--- src/design/twte_pkg.sv ---
// ----------------------------------------------------------------------------
// twte_pkg - shared types and codes of the timing wheel timeout engine
// Opcode and result kind codes, and the packing of the stream payloads.
// ----------------------------------------------------------------------------
package twte_pkg;

    typedef logic [1:0] opcode_t;
    typedef logic [1:0] kind_t;

    // request opcodes
    localparam opcode_t OP_ARM    = 2'd0;
    localparam opcode_t OP_CANCEL = 2'd1;
    localparam opcode_t OP_TICK   = 2'd2;
    localparam opcode_t OP_UNUSED = 2'd3;

    // result kinds
    localparam kind_t KIND_OK      = 2'd0;
    localparam kind_t KIND_REJECT  = 2'd1;
    localparam kind_t KIND_EXPIRED = 2'd2;
    localparam kind_t KIND_NONE    = 2'd3;

    // payload field widths and packing
    localparam int ID_W      = 6;
    localparam int DELAY_W   = 4;
    localparam int IN_DATA_W = 16;
    localparam int OUT_DATA_W = 8;

    // base expiry distance of an arm request, in slots
    localparam int BASE_DELAY = 2;

    // slot pointer value after reset and after wrap
    localparam int SLOT_PTR_INIT = 0;

endpackage

--- src/design/timing_wheel_timeout_engine_unit.sv ---
// ----------------------------------------------------------------------------
// timing_wheel_timeout_engine_unit - hashed timing wheel timeout engine
// Arms, cancels and expires timeout ids on a wheel of SLOTS slots, with one
// flag word per id held in a memory with one read port and one write port.
// ----------------------------------------------------------------------------
// An arm passes ST_ARM_WR and ST_RESP before its result is loaded; cancel and
// rejects pass ST_RESP alone. A tick scans every id through the one read port,
// in ST_SCN_RD then ST_SCN_CK per id; each expiry waits for the result register.
// One request is in work at a time; s_tready is high only between requests.
// Reset (rst_n low, asynchronous) clears the pointer, all flags via per-id
// valid bits, the sequencer and the output register; no clearing pass.
module timing_wheel_timeout_engine_unit #(
    parameter int SLOTS   = 4,
    parameter int NUM_IDS = 64
) (
    input  logic                             clk,
    input  logic                             rst_n,
    // input stream
    input  logic                             s_tvalid,
    output logic                             s_tready,
    input  logic [twte_pkg::IN_DATA_W-1:0]   s_tdata,   // timer_id[5:0], delay_slots[9:6], zeros
    input  twte_pkg::opcode_t                s_tuser,   // opcode[1:0]
    // result stream
    output logic                             m_tvalid,
    input  logic                             m_tready,
    output logic [twte_pkg::OUT_DATA_W-1:0]  m_tdata,   // expired_id[5:0], zeros
    output twte_pkg::kind_t                  m_tuser,   // kind[1:0]
    output logic                             m_tlast
);
    import twte_pkg::*;

    localparam int PW = (SLOTS > 1) ? $clog2(SLOTS) : 1;
    localparam int IW = (NUM_IDS > 1) ? $clog2(NUM_IDS) : 1;
    localparam int SW = ((PW > DELAY_W) ? PW : DELAY_W) + 1;

    // sequencer states
    localparam logic [2:0] ST_IDLE   = 3'd0;
    localparam logic [2:0] ST_ARM_WR = 3'd1;
    localparam logic [2:0] ST_RESP   = 3'd2;
    localparam logic [2:0] ST_SCN_RD = 3'd3;
    localparam logic [2:0] ST_SCN_CK = 3'd4;
    localparam logic [2:0] ST_FLUSH  = 3'd5;

    logic [2:0]         state_reg, state_next;
    logic [PW-1:0]      ptr_reg, ptr_next;
    logic [IW-1:0]      cnt_reg, cnt_next;
    logic [IW-1:0]      held_reg, held_next;
    logic               held_vld_reg, held_vld_next;
    logic [SLOTS-1:0]   mask_reg, mask_next;
    logic [ID_W-1:0]    id_reg, id_next;
    kind_t              resp_kind_reg, resp_kind_next;

    // flag memory with per-id valid bits
    logic [SLOTS-1:0]   mem [NUM_IDS];
    logic [NUM_IDS-1:0] vld_reg;
    logic [SLOTS-1:0]   rd_data_reg;
    logic               rd_vld_reg;
    logic [IW-1:0]      mem_raddr;
    logic [IW-1:0]      mem_waddr;
    logic [SLOTS-1:0]   mem_wdata;
    logic               mem_we;
    logic               vld_clr;
    logic [SLOTS-1:0]   flags;

    // output register
    logic               m_tvalid_reg;
    kind_t              m_kind_reg, m_kind_next;
    logic [ID_W-1:0]    m_id_reg, m_id_next;
    logic               m_last_reg, m_last_next;
    logic               out_load;
    logic               out_free;

    // request decode
    opcode_t            in_op;
    logic [ID_W-1:0]    in_id;
    logic [DELAY_W-1:0] in_delay;
    logic               in_fire;
    logic               id_bad;
    logic               delay_bad;
    logic [SW-1:0]      slot_sum;
    logic [SW-1:0]      slot_idx;
    logic [PW-1:0]      ptr_inc;
    logic               scan_end;
    logic               hit;

    assign in_op    = s_tuser;
    assign in_id    = s_tdata[ID_W-1:0];
    assign in_delay = s_tdata[ID_W +: DELAY_W];
    assign s_tready = (state_reg == ST_IDLE);
    assign in_fire  = s_tvalid && s_tready;
    assign out_free = !m_tvalid_reg || m_tready;

    assign id_bad    = ({1'b0, in_id} >= (ID_W + 1)'(NUM_IDS));
    assign delay_bad = (SW'(in_delay) >= SW'(SLOTS - BASE_DELAY));

    // target slot, one compare and subtract since the sum stays below 2*SLOTS
    assign slot_sum = SW'(ptr_reg) + SW'(in_delay) + SW'(BASE_DELAY);
    assign slot_idx = (slot_sum >= SW'(SLOTS)) ? (slot_sum - SW'(SLOTS)) : slot_sum;

    assign ptr_inc  = (ptr_reg == PW'(SLOTS - 1)) ? PW'(SLOT_PTR_INIT) : (ptr_reg + PW'(1));
    assign scan_end = (cnt_reg == IW'(NUM_IDS - 1));
    assign flags    = rd_vld_reg ? rd_data_reg : '0;
    assign hit      = |(flags & mask_reg);

    // sequencer
    always_comb
    begin
        state_next     = state_reg;
        ptr_next       = ptr_reg;
        cnt_next       = cnt_reg;
        held_next      = held_reg;
        held_vld_next  = held_vld_reg;
        mask_next      = mask_reg;
        id_next        = id_reg;
        resp_kind_next = resp_kind_reg;
        m_kind_next    = m_kind_reg;
        m_id_next      = m_id_reg;
        m_last_next    = m_last_reg;
        out_load       = 1'b0;
        mem_raddr      = in_id[IW-1:0];
        mem_waddr      = id_reg[IW-1:0];
        mem_wdata      = flags | mask_reg;
        mem_we         = 1'b0;
        vld_clr        = 1'b0;

        unique case (state_reg)
            ST_IDLE:
            begin
                if (in_fire)
                begin
                    id_next = in_id;
                    case (in_op)
                        OP_ARM:
                        begin
                            if (id_bad || delay_bad)
                            begin
                                resp_kind_next = KIND_REJECT;
                                state_next     = ST_RESP;
                            end
                            else
                            begin
                                mask_next  = SLOTS'(1) << slot_idx;
                                state_next = ST_ARM_WR;
                            end
                        end
                        OP_CANCEL:
                        begin
                            if (id_bad)
                            begin
                                resp_kind_next = KIND_REJECT;
                            end
                            else
                            begin
                                resp_kind_next = KIND_OK;
                                vld_clr        = 1'b1;
                            end
                            state_next = ST_RESP;
                        end
                        OP_TICK:
                        begin
                            ptr_next      = ptr_inc;
                            mask_next     = SLOTS'(1) << ptr_inc;
                            cnt_next      = '0;
                            held_vld_next = 1'b0;
                            state_next    = ST_SCN_RD;
                        end
                        default:
                        begin
                            resp_kind_next = KIND_REJECT;
                            state_next     = ST_RESP;
                        end
                    endcase
                end
            end
            ST_ARM_WR:
            begin
                // merge the new slot into the flags read at transfer
                mem_we         = 1'b1;
                resp_kind_next = KIND_OK;
                state_next     = ST_RESP;
            end
            ST_RESP:
            begin
                if (out_free)
                begin
                    out_load    = 1'b1;
                    m_kind_next = resp_kind_reg;
                    m_id_next   = id_reg;
                    m_last_next = 1'b1;
                    state_next  = ST_IDLE;
                end
            end
            ST_SCN_RD:
            begin
                mem_raddr  = cnt_reg;
                state_next = ST_SCN_CK;
            end
            ST_SCN_CK:
            begin
                mem_raddr = cnt_reg;
                mem_waddr = cnt_reg;
                mem_wdata = flags & ~mask_reg;
                if (!hit || !held_vld_reg || out_free)
                begin
                    if (hit)
                    begin
                        // clear the expired flag, release the previous expiry
                        mem_we        = 1'b1;
                        held_next     = cnt_reg;
                        held_vld_next = 1'b1;
                        if (held_vld_reg)
                        begin
                            out_load    = 1'b1;
                            m_kind_next = KIND_EXPIRED;
                            m_id_next   = ID_W'(held_reg);
                            m_last_next = 1'b0;
                        end
                    end
                    if (scan_end)
                    begin
                        state_next = ST_FLUSH;
                    end
                    else
                    begin
                        cnt_next   = cnt_reg + IW'(1);
                        state_next = ST_SCN_RD;
                    end
                end
            end
            ST_FLUSH:
            begin
                if (out_free)
                begin
                    out_load    = 1'b1;
                    m_kind_next = held_vld_reg ? KIND_EXPIRED : KIND_NONE;
                    m_id_next   = held_vld_reg ? ID_W'(held_reg) : '0;
                    m_last_next = 1'b1;
                    state_next  = ST_IDLE;
                end
            end
            default:
            begin
                state_next = ST_IDLE;
            end
        endcase
    end

    // control registers
    always_ff @(posedge clk or negedge rst_n)
    begin
        if (!rst_n)
        begin
            state_reg    <= ST_IDLE;
            ptr_reg      <= PW'(SLOT_PTR_INIT);
            cnt_reg      <= '0;
            held_vld_reg <= 1'b0;
            m_tvalid_reg <= 1'b0;
        end
        else
        begin
            state_reg    <= state_next;
            ptr_reg      <= ptr_next;
            cnt_reg      <= cnt_next;
            held_vld_reg <= held_vld_next;
            if (out_load)
            begin
                m_tvalid_reg <= 1'b1;
            end
            else if (m_tready)
            begin
                m_tvalid_reg <= 1'b0;
            end
        end
    end

    // payload registers
    always_ff @(posedge clk)
    begin
        held_reg      <= held_next;
        mask_reg      <= mask_next;
        id_reg        <= id_next;
        resp_kind_reg <= resp_kind_next;
        m_kind_reg    <= m_kind_next;
        m_id_reg      <= m_id_next;
        m_last_reg    <= m_last_next;
    end

    // flag memory: one write and one registered read per cycle
    always_ff @(posedge clk)
    begin
        if (mem_we)
        begin
            mem[mem_waddr] <= mem_wdata;
        end
        rd_data_reg <= mem[mem_raddr];
    end

    // valid bits: an id never written since reset reads as no flags
    always_ff @(posedge clk or negedge rst_n)
    begin
        if (!rst_n)
        begin
            vld_reg    <= '0;
            rd_vld_reg <= 1'b0;
        end
        else
        begin
            if (mem_we)
            begin
                vld_reg[mem_waddr] <= 1'b1;
            end
            else if (vld_clr)
            begin
                vld_reg[mem_raddr] <= 1'b0;
            end
            rd_vld_reg <= vld_reg[mem_raddr] && !vld_clr;
        end
    end

    assign m_tvalid = m_tvalid_reg;
    assign m_tuser  = m_kind_reg;
    assign m_tdata  = {{(OUT_DATA_W - ID_W){1'b0}}, m_id_reg};
    assign m_tlast  = m_last_reg;

endmodule

--- config.mk ---
export PLATFORM = sky130hd
export DESIGN_NAME = timing_wheel_timeout_engine_unit
export DESIGN_NICKNAME = d
export VERILOG_FILES = /design/src/design/twte_pkg.sv /design/src/design/timing_wheel_timeout_engine_unit.sv
export SDC_FILE = /design/constraint.sdc
export NUM_CORES = 1
export LEC_CHECK = 0
export ABC_CLOCK_PERIOD_IN_PS = 10000
export BUFFER_PORTS_ARGS = -buffer_cell sky130_fd_sc_hd__buf_2
export CORE_MARGIN = 4
export CORE_UTILIZATION = 51
export CTS_CLUSTER_SIZE = 24
export DETAILED_ROUTE_END_ITERATION = 8
export GPL_ROUTABILITY_DRIVEN = 1
export PLACE_DENSITY_LB_ADDON = 0.1
export SYNTH_ARGS = -nofsm -noshare
export SYNTH_HDL_FRONTEND = slang
export SYNTH_SLANG_ARGS = --single-unit
--- constraint.sdc ---
create_clock -name clk -period 10 [get_ports clk]
set_input_delay 1.5 -clock clk [delete_from_list [all_inputs] [get_ports clk]]
set_output_delay 1.5 -clock clk [all_outputs]
set_load 0.1 [all_outputs]
==> flow_summary.json, run 1 <==
{
  "status": "finished clean",
  "grt_max_degree": 79,
  "synth-compound-area-share_pct": 16.2,
  "syn-cell-area_sq_um": 15600,
  "critPathKind": "reg2reg",
  "root_buffer": "clkbuf_16",
  "cts.clk_slew.worst_paths_ns": 0.06,
  "route.detailed.drc": 0,
  "hold_violations": 0,
  "cts_max_path_buffers": 3,
  "hold_class": "reg2reg",
  "drive_gt1_share_pct": 11.4,
  "synth_top_family_by_area": "compound AO/OA/AOI/OAI gates",
  "grt_overflow_total": 0,
  "cts_setup_buffers": 0,
  "drt-pass1-iter-count": 6,
  "place.gp.congestion": 0.888,
  "track_usage_pct": 26.5,
  "routed_wl_mm": 44.6,
  "setup_viol": 0,
  "seqPwrFrac_pct": 42.9,
  "grt_pass1_vias": 10400,
  "postSynthAreaPerCell_sq_um": 12.7,
  "yosys.area_share.simple_pct": 10.3,
  "cts_resized": 0,
  "core-area_sq_um": 30000,
  "p_int_mw": 2.96,
  "start_util_pct": 52.2,
  "rsz0062_at_grt": "false",
  "synth_most_common_cell": "edfxtp_1",
  "synth_cell_types": 83,
  "syn_inst": 1227,
  "final_area_sq_um": 17300,
  "port_buffers": 26,
  "instances_no_fill": 1657,
  "p_per_area_nw_per_um2": 259,
  "yosys_warnings": 0,
  "synth-edff-count": 282,
  "netlist.area_leader.share_pct": 54.2,
  "place_inst": 1587,
  "grt_pass1_wl_mm": 67.2,
  "ant_nets": 0,
  "placed_cell_area_sq_um": 16100,
  "htree_levels": 2,
  "drt-wirelength-per-cell_um": 26.9,
  "cap_violations": 0,
  "clkSinkCount": 364,
  "synth_area_leaders": "edfxtp_1, dfrtp_1, o21ai_0",
  "die_y_um": 183,
  "tightestPinTransition_ns": 1.14,
  "power_switching_mw": 1.53,
  "fin_util_pct": 57.8,
  "synthArstFlopShare_pct": 21.4,
  "largest_register_ffs": 256,
  "cts_buffers": 39,
  "power_frac_clock_pct": 30.6,
  "slew_headroom_pct": 24.1,
  "clock_latency_ns": 0.54,
  "period_share_pct": 48.6,
  "hold_ws_ns": 0.506,
  "via_per_inst": 6.57,
  "synthMuxAreaShare_pct": 2.38,
  "cp.required_ns": 10.37,
  "vias": 10900,
  "ios": 35,
  "cp-start-kind": "flip-flop",
  "cts_tree": "done",
  "cp.arrival_ns": 5.23,
  "swShare_pct": 34.2,
  "hold_buffers": 0,
  "antenna_found_initial": 0,
  "die_x_um": 183,
  "synth_ff_type": "edfxtp_1",
  "fin_nets": 1269,
  "synth-seq-area-share_pct": 67.2,
  "drv_slew": 0,
  "period_minus_slack_ns": 4.86,
  "synth_seq_cells": 364,
  "irDropWorstVdd_v": 0.000138,
  "critPathMaxFanout": 31,
  "synth_common_cells": "edfxtp_1, o21ai_0, nor2_1",
  "clock.fmax_mhz": 206,
  "skew_ns": 0.0185,
  "cellLeakagePower_nw": 5.96,
  "syn2layout_area_growth_pct": 10.6,
  "yosysTopAreaCell": "edfxtp_1",
  "diodes": 0,
  "synth-xor-area-share_pct": 0.224,
  "tns_ns": 0,
  "hpwlAfterDp_mm": 27.5,
  "end_kind": "flip-flop",
  "drt_iter0_drc": 1415,
  "p_comb_share_pct": 26.4,
  "placementRows": 63,
  "design.die.area_sq_um": 33500,
  "synthAdderAreaFrac_pct": 0.768
}
critical path: stages, from the launching register on:
cell       delay, ns
dfrtp_1         0.66
nor3b_4         0.72
or3_1           0.71
nand2_2         0.73
a211oi_1        0.47
a311o_1         0.17
a31oi_1         0.14
a2111oi_0       0.93
nand4_1         0.15
through the flow:
| stage | power (mW) | setup slack (ns) |
|---|---|---|
| 4_1_cts | 4.49 | 5.19 |
| 3_5_place_dp | 3.13 | 5.07 |
| 2_1_floorplan | 2.74 | 5.71 |
| 5_1_grt | 4.67 | 5.00 |
| 3_3_place_gp | 3.11 | 5.10 |
| 6_report | 4.49 | 5.14 |
routing by layer:
layer | track usage (%) | wire [um] | vias to the layer above | part of all wire [%]
met5 | 0 | 0 | - | 0
met4 | 10.0 | 1790 | 0 | 4.0
met3 | 5.16 | 4240 | 122 | 9.5
met2 | 40.4 | 20000 | 585 | 45
met1 | 38.3 | 18500 | 5425 | 42
li1 | - | - | 4749 | -
worst paths after layout:
kind / start / to / slack [ns] / cells past startpoint
setup / recovery: state_reg[2] / rd_data_reg[2] / 5.14 / 8
hold / removal: vld_reg[12] / vld_reg[12] / 0.51 / 2
setup reg to reg: state_reg[2] / rd_data_reg[2] / 5.14 / 8
hold reg to reg: vld_reg[12] / vld_reg[12] / 0.51 / 2
max in group asynchronous: rst_n / state_reg[1] / 8.15 / 1
min in group asynchronous: rst_n / vld_reg[20] / 1.18 / 1
logic make-up after synthesis:
family	Yosys count
xor+xnor	4
buf+inv	95
mux	35
other cells	1
compound gates	383
fa+ha+maj	9
simple gates	336
flops	364
power by group through the flow:
stage	sequential, mW	clock [mW]	combinational, mW
after floorplan	2.02	0	0.718
after global placement	1.95	0	1.16
after detailed placement	1.95	0	1.17
after CTS	1.92	1.39	1.18
after global routing	1.94	1.46	1.27
final	1.93	1.38	1.19
layout by cell type (no fill, tap or decap), types with 15 or more instances in the layout:
master,netlist,final
edfxtp_1,282,282
clkbuf_16,0,40
nand3_1,42,42
a21oi_1,28,28
inv_1,17,17
and3_1,19,19
nor3_1,20,20
a222oi_1,19,19
nor2_1,105,104
mux2i_1,17,17
buf_2,26,25
nand2_1,87,85
buf_4,5,22
a22oi_1,37,37
o21ai_0,164,160
mux2_2,15,15
dfrtp_1,78,78
cell type report:
| type | instances | area (sq um) |
|---|---|---|
| Clock inverter | 19 | 148 |
| Tap cell | 390 | 488 |
| Timing Repair Buffer | 47 | 290 |
| Sequential cell | 364 | 10500 |
| Multi-Input combinational cell | 769 | 4760 |
| Inverter | 17 | 63.8 |
| Fill cell | 2459 | 12700 |
| Clock buffer | 51 | 1050 |
(Power assumes the default switching activity.)
==> inputs of run 2 (changes only) <==
ABC_AREA = 1   (was not set)
ABC_CLOCK_PERIOD_IN_PS = 4000   (was 10000)
clock period = 4 ns   (was 10 ns; I/O delays follow)
==> run 2 against run 1 <==
Critical path type unchanged. Clock skew fell by 0.0047 ns. Non-clock buffer count rose by 9. Global-route usage fell by 3.3 points. Clock power rose to 2.6 times the previous value.
==> flow_summary.json, run 2 <==
{
  "syn2layout_area_growth_pct": 11.5,
  "min_from": "m_tready",
  "skew_ns": 0.0138,
  "cp.arrival_ns": 3.70,
  "crit_path_start": "state_reg[1]",
  "cp.required_ns": 4.38,
  "synth_area_leaders": "edfxtp_1, nand2_1, dfrtp_1",
  "yosysTopAreaCell": "edfxtp_1",
  "irDropWorstVdd_v": 0.000591,
  "synth_ff_type": "edfxtp_1",
  "route.detailed.drc": 0,
  "path_cells": "nor2_2 > nand2_2 > nand2_4 > nand2_1 > nand2_2 > inv_2 > nor2_2 > nand3_1 > o21ai_0 > o21ai_0",
  "setup_viol": 0,
  "grt_pass1_wl_mm": 65.5,
  "port_buffers": 26,
  "diodes": 0,
  "placed_cell_area_sq_um": 17400,
  "ios": 35,
  "cpPeakStageDelay_ns": 0.44,
  "placementRows": 66,
  "cts_tree": "done",
  "critPathMaxFanout": 26,
  "place.gp.congestion": 0.916,
  "htree_levels": 2,
  "cp_top_family": "simple AND/OR/NAND/NOR gates",
  "period_share_pct": 83.1,
  "slew_headroom_pct": 26.7,
  "drt-pass1-iter-count": 7,
  "synth_most_common_cell": "nand2_1",
  "synth_seq_cells": 364,
  "synth-seq-area-share_pct": 62.7,
  "synth_cell_types": 40,
  "cts_resized": 0,
  "die_y_um": 189,
  "cap_violations": 0,
  "largest_register_ffs": 256,
  "ant_nets": 0,
  "tightestPinTransition_ns": 1.10,
  "syn_inst": 1864,
  "core-area_sq_um": 32500,
  "clkSinkCount": 364,
  "drive_gt1_share_pct": 7.53,
  "cellLeakagePower_nw": 8.03,
  "layout_common_cells": "nand2_1, edfxtp_1, o21ai_0",
  "synth_common_cells": "nand2_1, edfxtp_1, o21ai_0",
  "synth-edff-count": 282,
  "root_buffer": "clkbuf_16",
  "drt_iter0_drc": 923,
  "timing.rr.start": "state_reg[1]",
  "start_util_pct": 51.6,
  "end_kind": "flip-flop",
  "rsz0062_at_grt": "false",
  "cp_num_buf_inv": 1,
  "die_x_um": 189,
  "design.die.area_sq_um": 35800,
  "mostFrequentLayoutCell": "nand2_1",
  "syn-cell-area_sq_um": 16800,
  "routed_wl_mm": 42.0,
  "vias": 12300,
  "via_per_inst": 5.24,
  "critPathKind": "reg2reg",
  "hold_ws_ns": 0.273,
  "grt_overflow_total": 0,
  "grt_pass1_vias": 11800,
  "period_minus_slack_ns": 3.32,
  "hpwlAfterDp_mm": 25.8,
  "postSynthAreaPerCell_sq_um": 8.99,
  "netlist.area_leader.share_pct": 50.5,
  "fin_util_pct": 57.6,
  "cts_setup_buffers": 0,
  "hold_class": "in2reg",
  "place_inst": 2282,
  "hold_buffers": 0,
  "drv_slew": 0,
  "clock.fmax_mhz": 301,
  "hold_violations": 0,
  "seqCellArea_sq_um": 10500,
  "cts_max_path_buffers": 3,
  "cts.clk_slew.worst_paths_ns": 0.06,
  "cts_buffers": 40,
  "yosys_warnings": 0,
  "clock_latency_ns": 0.52,
  "fin_nets": 1913,
  "track_usage_pct": 23.3,
  "multi_input_area_sq_um": 5490,
  "final_area_sq_um": 18700,
  "tns_ns": 0,
  "antenna_found_initial": 0,
  "synthArstFlopShare_pct": 21.4,
  "status": "finished clean",
  "drt-wirelength-per-cell_um": 17.8,
  "p_per_area_nw_per_um2": 660,
  "cp-start-kind": "flip-flop",
  "instances_no_fill": 2354,
  "nFillCells": 2911,
  "grt_max_degree": 81,
  "slowest_stage": "dfrtp_1"
}
==> run 2: cell types whose count changed after synthesis, moves of 16 or more <==
| cell | change |
|---|---|
| nand3_1 | +21 |
| a222oi_1 | -19 |
| nand2_1 | +799 |
| mux2i_1 | -16 |
| nor2_1 | +16 |
| and3_1 | -19 |
| inv_1 | +105 |
| a22oi_1 | -37 |
| o21ai_0 | -39 |
==> run 2: routing by layer <==
metal	vias to the layer above	global-route usage (%)	wire (um)
met5	-	0	0
met4	0	6.01	1000
met3	66	3.06	2010
met2	289	38.2	19900
met1	5909	33.3	19100
li1	6062	-	-
==> run 2: layout make-up <==
cell class / instances / share of cell area [%]
Inverter: 125 / 2.51
Tap cell: 442 / 2.96
Clock buffer: 53 / 5.84
Sequential cell: 364 / 56.2
Timing Repair Buffer: 56 / 2.18
Clock inverter: 19 / 0.931
Multi-Input combinational cell: 1295 / 29.4
==> run 2: worst paths after layout <==
path | to | slack [ns] | depth (start not counted)
max | vld_reg[42] | 0.68 | 10
min | m_tvalid | 0.27 | 2
max reg2reg | vld_reg[42] | 0.68 | 10
min reg2reg | vld_reg[28] | 0.50 | 2
max in group asynchronous | vld_reg[40] | 3.00 | 1
min in group asynchronous | vld_reg[53] | 0.28 | 1
==> run 2: worst register-to-register path, stage by stage, from the launching register on <==
cell     delay [ns]
dfrtp_1        0.44
nor2_2         0.17
nand2_2        0.31
nand2_4        0.26
nand2_1        0.09
nand2_2        0.34
inv_2          0.36
nor2_2         0.38
nand3_1        0.43
o21ai_0        0.28
o21ai_0        0.14
==> run 2: cells by family (layout without fill, tap and decap cells) <==
group,after synthesis,after routing,share of synthesized area (%)
xor gates and xnor gates,2,2,0.105
muxes,1,1,0.0597
buffers and inverters,206,253,4.99
DFF,364,364,62.7
adders and majority gates,9,9,0.717
AOI/OAI and AO/OA,177,177,5.58
and+or+nand+nor,1104,1104,25.9
other,1,2,0.0224
==> run 2: where the power goes <==
group / internal, mW / switching, mW / total (mW) / leakage, nW
Combinational: 0.968 / 3.07 / 4.03 / 3.78
Clock: 2.11 / 1.44 / 3.55 / 0.618
Sequential: 4.62 / 0.132 / 4.75 / 3.63
Total: 7.70 / 4.64 / 12.3 / 8.03
==> run 2: per-stage QoR <==
stage	setup slack (ns)	power [mW]
after global placement	0.765	8.79
after CTS	0.755	12.4
after detailed placement	0.762	8.84
final	0.677	12.3
after floorplan	0.177	7.66
after global routing	0.510	13.0
